`src/hw/rtl/ialu_pkg.sv`:
```
// Shared types and constants for the integer ALU with divide.
// No dependencies; imported by every other file of the block.
package ialu_pkg;

    localparam int DATA_WIDTH_DEF = 32;
    localparam int FIELD_WIDTH    = 32;
    localparam int MODE_WIDTH     = 5;
    localparam int ERR_WIDTH      = 2;
    localparam int IN_TDATA_WIDTH  = 72;
    localparam int OUT_TDATA_WIDTH = 40;

    typedef enum logic [MODE_WIDTH-1:0] {
        OP_NEG  = 5'd0,  OP_POS = 5'd1,  OP_NOT = 5'd2,  OP_MUL = 5'd3,
        OP_DIV  = 5'd4,  OP_MOD = 5'd5,  OP_ADD = 5'd6,  OP_SUB = 5'd7,
        OP_SHL  = 5'd8,  OP_SHR = 5'd9,  OP_AND = 5'd10, OP_OR  = 5'd11,
        OP_XOR  = 5'd12, OP_LT  = 5'd13, OP_LE  = 5'd14, OP_EQ  = 5'd15,
        OP_NE   = 5'd16, OP_GE  = 5'd17, OP_GT  = 5'd18, OP_BOOL = 5'd19,
        OP_HASH = 5'd20
    } op_t;

    localparam logic [ERR_WIDTH-1:0] ERR_OK      = 2'd0;
    localparam logic [ERR_WIDTH-1:0] ERR_DIVZERO = 2'd1;
    localparam logic [ERR_WIDTH-1:0] ERR_SHIFT   = 2'd2;

    typedef struct packed {
        logic                 valid;
        op_t                  mode;
        logic [ERR_WIDTH-1:0] err;
        logic                 negq;
        logic                 negr;
    } ctl_t;

endpackage

```
`src/hw/rtl/ialu_div_stage.sv`:
```
// One restoring-division step (one quotient bit) with the side payload carried along.
// Depends on ialu_pkg.
module ialu_div_stage import ialu_pkg::*; #(
    parameter int DATA_WIDTH = DATA_WIDTH_DEF
) (
    input  logic                  aclk,
    input  logic                  aresetn,
    input  logic                  en,
    input  ctl_t                  ctl_in,
    input  logic [DATA_WIDTH-1:0] res_in,
    input  logic [DATA_WIDTH-1:0] rem_in,
    input  logic [DATA_WIDTH-1:0] quo_in,
    input  logic [DATA_WIDTH-1:0] div_in,
    output ctl_t                  ctl_out,
    output logic [DATA_WIDTH-1:0] res_out,
    output logic [DATA_WIDTH-1:0] rem_out,
    output logic [DATA_WIDTH-1:0] quo_out,
    output logic [DATA_WIDTH-1:0] div_out
);

    ctl_t                  ctl_reg;
    logic [DATA_WIDTH-1:0] res_reg, rem_reg, rem_next, quo_reg, quo_next, div_reg;
    logic [DATA_WIDTH:0]   trial;

    always_comb begin
        trial    = {rem_in, quo_in[DATA_WIDTH-1]} - {1'b0, div_in};
        rem_next = trial[DATA_WIDTH] ? {rem_in[DATA_WIDTH-2:0], quo_in[DATA_WIDTH-1]}
                                     : trial[DATA_WIDTH-1:0];
        quo_next = {quo_in[DATA_WIDTH-2:0], ~trial[DATA_WIDTH]};
    end

    always_ff @(posedge aclk) begin
        if (!aresetn) begin
            ctl_reg.valid <= 1'b0;
        end else if (en) begin
            ctl_reg <= ctl_in;
        end
    end

    always_ff @(posedge aclk) begin
        if (en) begin
            res_reg <= res_in;
            rem_reg <= rem_next;
            quo_reg <= quo_next;
            div_reg <= div_in;
        end
    end

    assign ctl_out = ctl_reg;
    assign res_out = res_reg;
    assign rem_out = rem_reg;
    assign quo_out = quo_reg;
    assign div_out = div_reg;

endmodule

```
`config.mk`:
```
export PLATFORM = sky130hd
export DESIGN_NAME = ialu_div_stage
export DESIGN_NICKNAME = d
export VERILOG_FILES = /design/src/hw/rtl/ialu_pkg.sv /design/src/hw/rtl/ialu_div_stage.sv
export SDC_FILE = /design/constraint.sdc
export NUM_CORES = 1
export LEC_CHECK = 0
export BUFFER_PORTS_ARGS = -buffer_cell sky130_fd_sc_hd__buf_4
export CAP_MARGIN = 10
export CORE_MARGIN = 1.5
export CORE_UTILIZATION = 45
export CTS_BUF_LIST = sky130_fd_sc_hd__clkbuf_8
export DETAILED_ROUTE_END_ITERATION = 10
export GPL_TIMING_DRIVEN = 0
export HOLD_SLACK_MARGIN = 0.08
export PLACE_DENSITY = 0.73
export SLEW_MARGIN = 0
export SYNTH_ARGS = -nofsm -noshare
export SYNTH_HDL_FRONTEND = slang
export SYNTH_SLANG_ARGS = --single-unit
```
`constraint.sdc`:
```
create_clock -name aclk -period 3.95 [get_ports aclk]
set_input_delay 0.79 -clock aclk [delete_from_list [all_inputs] [get_ports aclk]]
set_output_delay 0.79 -clock aclk [all_outputs]
set_load 0.02 [all_outputs]
```
==> results.json <==
{
  "worst_pin_slew_ns": 0.512,
  "status": "finished clean",
  "maxCapViolCount": 0,
  "root_buffer": "clkbuf_8",
  "dieHeight_um": 125,
  "p_int_mw": 2.77,
  "cts_resized": 0,
  "dieWidth_um": 125,
  "maxSlewHeadroom": 0.657,
  "post_cts_buffers": 0,
  "cp-end-kind": "flip-flop",
  "via_per_inst": 5.05,
  "ys.flop_type": "edfxtp_1",
  "dieArea_um2": 15500,
  "crit_fanout": 10,
  "cts_sinks": 138,
  "totalWireLength_mm": 16.8,
  "peakVddDrop_uv": 160,
  "post-synth-top-count-cell": "edfxtp_1",
  "initial_core_util": 0.459,
  "track_usage": 0.217,
  "synth_edf_count": 137,
  "switching_share": 0.291,
  "rsz0062_at_grt": "false",
  "syn-num-nets": 659,
  "antenna-diode-count": 0,
  "cp.arrival_ns": 3.61,
  "p_leak_nw": 4.20,
  "cts_tree": "done",
  "grt-ovfl-total": 0,
  "gp_congestion": 0.858,
  "final_antenna_net_count": 0,
  "post-route-util": 0.646,
  "port_buffers": 278,
  "cp_cell_sequence": "buf_4 -> inv_1 -> ha_1 -> fa_1 -> nand2b_1 -> a21oi_1 -> o211ai_1 -> a21oi_1 -> o31a_2 -> mux2i_1 -> nor2_2 -> buf_6 -> mux2_4",
  "core-area_um2": 14500,
  "ys_seq_area_frac": 0.622,
  "synth_top_cell_by_area": "edfxtp_1",
  "p_switching_mw": 1.14,
  "min_path_type": "in -> reg",
  "synth_top_area_frac": 0.619,
  "async_reset_ff_frac": 0,
  "drt-pass1-iter-count": 4,
  "period_needed_ns": 3.42,
  "setup_viol": 0,
  "critPathMostFrequentCell": "a21oi_1",
  "cp_slowest_cell": "fa_1",
  "hold_buffers": 0,
  "hpwl_mm": 13.2,
  "synthTopCellsByCount": "137 x edfxtp_1, 38 x a21oi_1, 38 x inv_1, 32 x ha_1, 27 x nand2_1",
  "critPathRequiredTime_ns": 4.14,
  "cts.path.max_buffers": 2,
  "drc": 0,
  "power.share.combinational": 0.263,
  "yosysWarningCount": 0,
  "cts_made_buffers": 17,
  "max_stage_delay_ns": 0.41,
  "clockPowerShare": 0.272,
  "drt_iter0_drc": 251,
  "grt_antenna_before_repair": 0,
  "area_growth_pct": 40.8,
  "grt_pass1_vias": 4868,
  "synth_cell_types": 50,
  "yosys-top-cells-area": "edfxtp_1 62%, ha_1 6.0%, mux2_4 5.6%",
  "grt_max_degree": 89,
  "syn_avg_cell_area_um2": 13.7,
  "setup_tns_ns": 0,
  "pin_count": 279,
  "wire_per_inst_um": 17.2,
  "clk_latency_ns": 0.45,
  "finalNetCount": 957,
  "syn_area_um2": 6640,
  "cts_max_level": 4,
  "seqPwrFrac": 0.466,
  "fin_skew_ns": 0,
  "fmax_ghz": 0.293,
  "cp-start-kind": "input pin",
  "hold_viol": 0,
  "syn_inst": 485,
  "slew_violations": 0,
  "layout-drive-gt1-share": 0.440,
  "via_count": 4947,
  "p_per_area_nw_per_um2": 418,
  "rows": 44,
  "grt_pass1_wl_mm": 26.1,
  "setup.worst_path.class": "in -> reg",
  "finalCritPeriodShare": 0.865,
  "clk_pin_slew_ns": 0.08,
  "ys_ff_latch": 138
}
## state kept, by name (all words and copies together), names as in the netlist
register	cells
div_out	32
res_out	32
rem_out	32
ctl_out	10
quo_out	32
## cell type report
cell class                 count  area (um2)
buffer                        11        67.6
timing repair buffer         279        2120
inverter                      38         143
fill                        1143        5130
multi-input combinational    298        2300
sequential                   138        4130
clock buffer                  17         234
tap                          184         230
clock inverter                15         126
## metal layers
metal	wire, um	vias to the layer above	global-route usage
met1	6870	2328	0.263
met3	1050	28	0.0623
li1	-	2413	-
met2	8520	178	0.368
met4	399	0	0.0825
met5	0	-	0
## layout by cell type, fill, tap and decap left out, drive strengths merged, types with 2 or more instances in the layout
cell type    n
ha          32
nand3b       2
nand2       27
inv         44
mux2        28
nor3         4
clkinv       4
a21oi       39
o21ai       18
xor2        10
nand2b       8
and3         4
edfxtp     137
mux2i        6
clkinvlp     4
nand3       10
clkbuf      23
nor2b        6
buf        284
o211ai       6
and4         3
a211oi       3
or3          2
a21bo        3
nand4        6
o21a         5
a21o        18
nor4         2
nor4b        2
xnor2       13
and2         4
nor2        19
o31ai        2
o21bai       5
## critical path: cells and delay by family
family	cells	cell delay, ns
buffers and inverters	3	0.35
adders and majority gates	2	0.63
AOI/OAI and AO/OA	4	0.88
and+or+nand+nor	2	0.54
muxes	2	0.40
## cells by family (layout without fill, tap and decap cells)
| family | after synthesis | after routing | synth area share |
|---|---|---|---|
| adder cells (fa/ha/maj) | 33 | 33 | 0.0633 |
| XOR/XNOR | 23 | 23 | 0.0303 |
| flip-flops | 138 | 138 | 0.622 |
| multiplexers | 34 | 34 | 0.0706 |
| AND/OR/NAND/NOR | 101 | 101 | 0.0789 |
| buffers and inverters | 49 | 360 | 0.0316 |
| AO/OA/AOI/OAI | 107 | 107 | 0.103 |
## power groups by stage
| stage | logic [mW] | registers (mW) | clock network (mW) |
|---|---|---|---|
| 2_1_floorplan | 0.404 | 2.04 | 0 |
| 3_3_place_gp | 1.02 | 1.85 | 0 |
| 3_5_place_dp | 1.03 | 1.85 | 0 |
| 4_1_cts | 1.04 | 1.82 | 1.10 |
| 5_1_grt | 1.10 | 1.83 | 1.15 |
| 6_report | 1.03 | 1.82 | 1.06 |
## worst paths after layout
kind | cells past startpoint | startpoint | to | slack (ns)
worst max-delay path | 13 | quo_in[31] | rem_out[9] | 0.53
worst min-delay path | 1 | res_in[26] | res_out[26] | 0.51
worst max register to register | 2 | ctl_out[9] | ctl_out[9] | 3.36
worst min register to register | 2 | ctl_out[9] | ctl_out[9] | 0.53
## per-stage QoR
stage	instance area [um2]	hold slack, ns	total power [mW]	cells	setup slack, ns
finish	9350	0.508	3.91	980	0.534
CTS	9350	0.479	3.95	980	0.492
global route	9350	0.473	4.09	980	0.325
detailed placement	8990	0.520	2.89	948	0.00764
floorplan	6640	0.589	2.44	485	0.626
global placement	8960	0.507	2.87	947	0.00825
No activity file was read; power rests on OpenSTA's default activity.
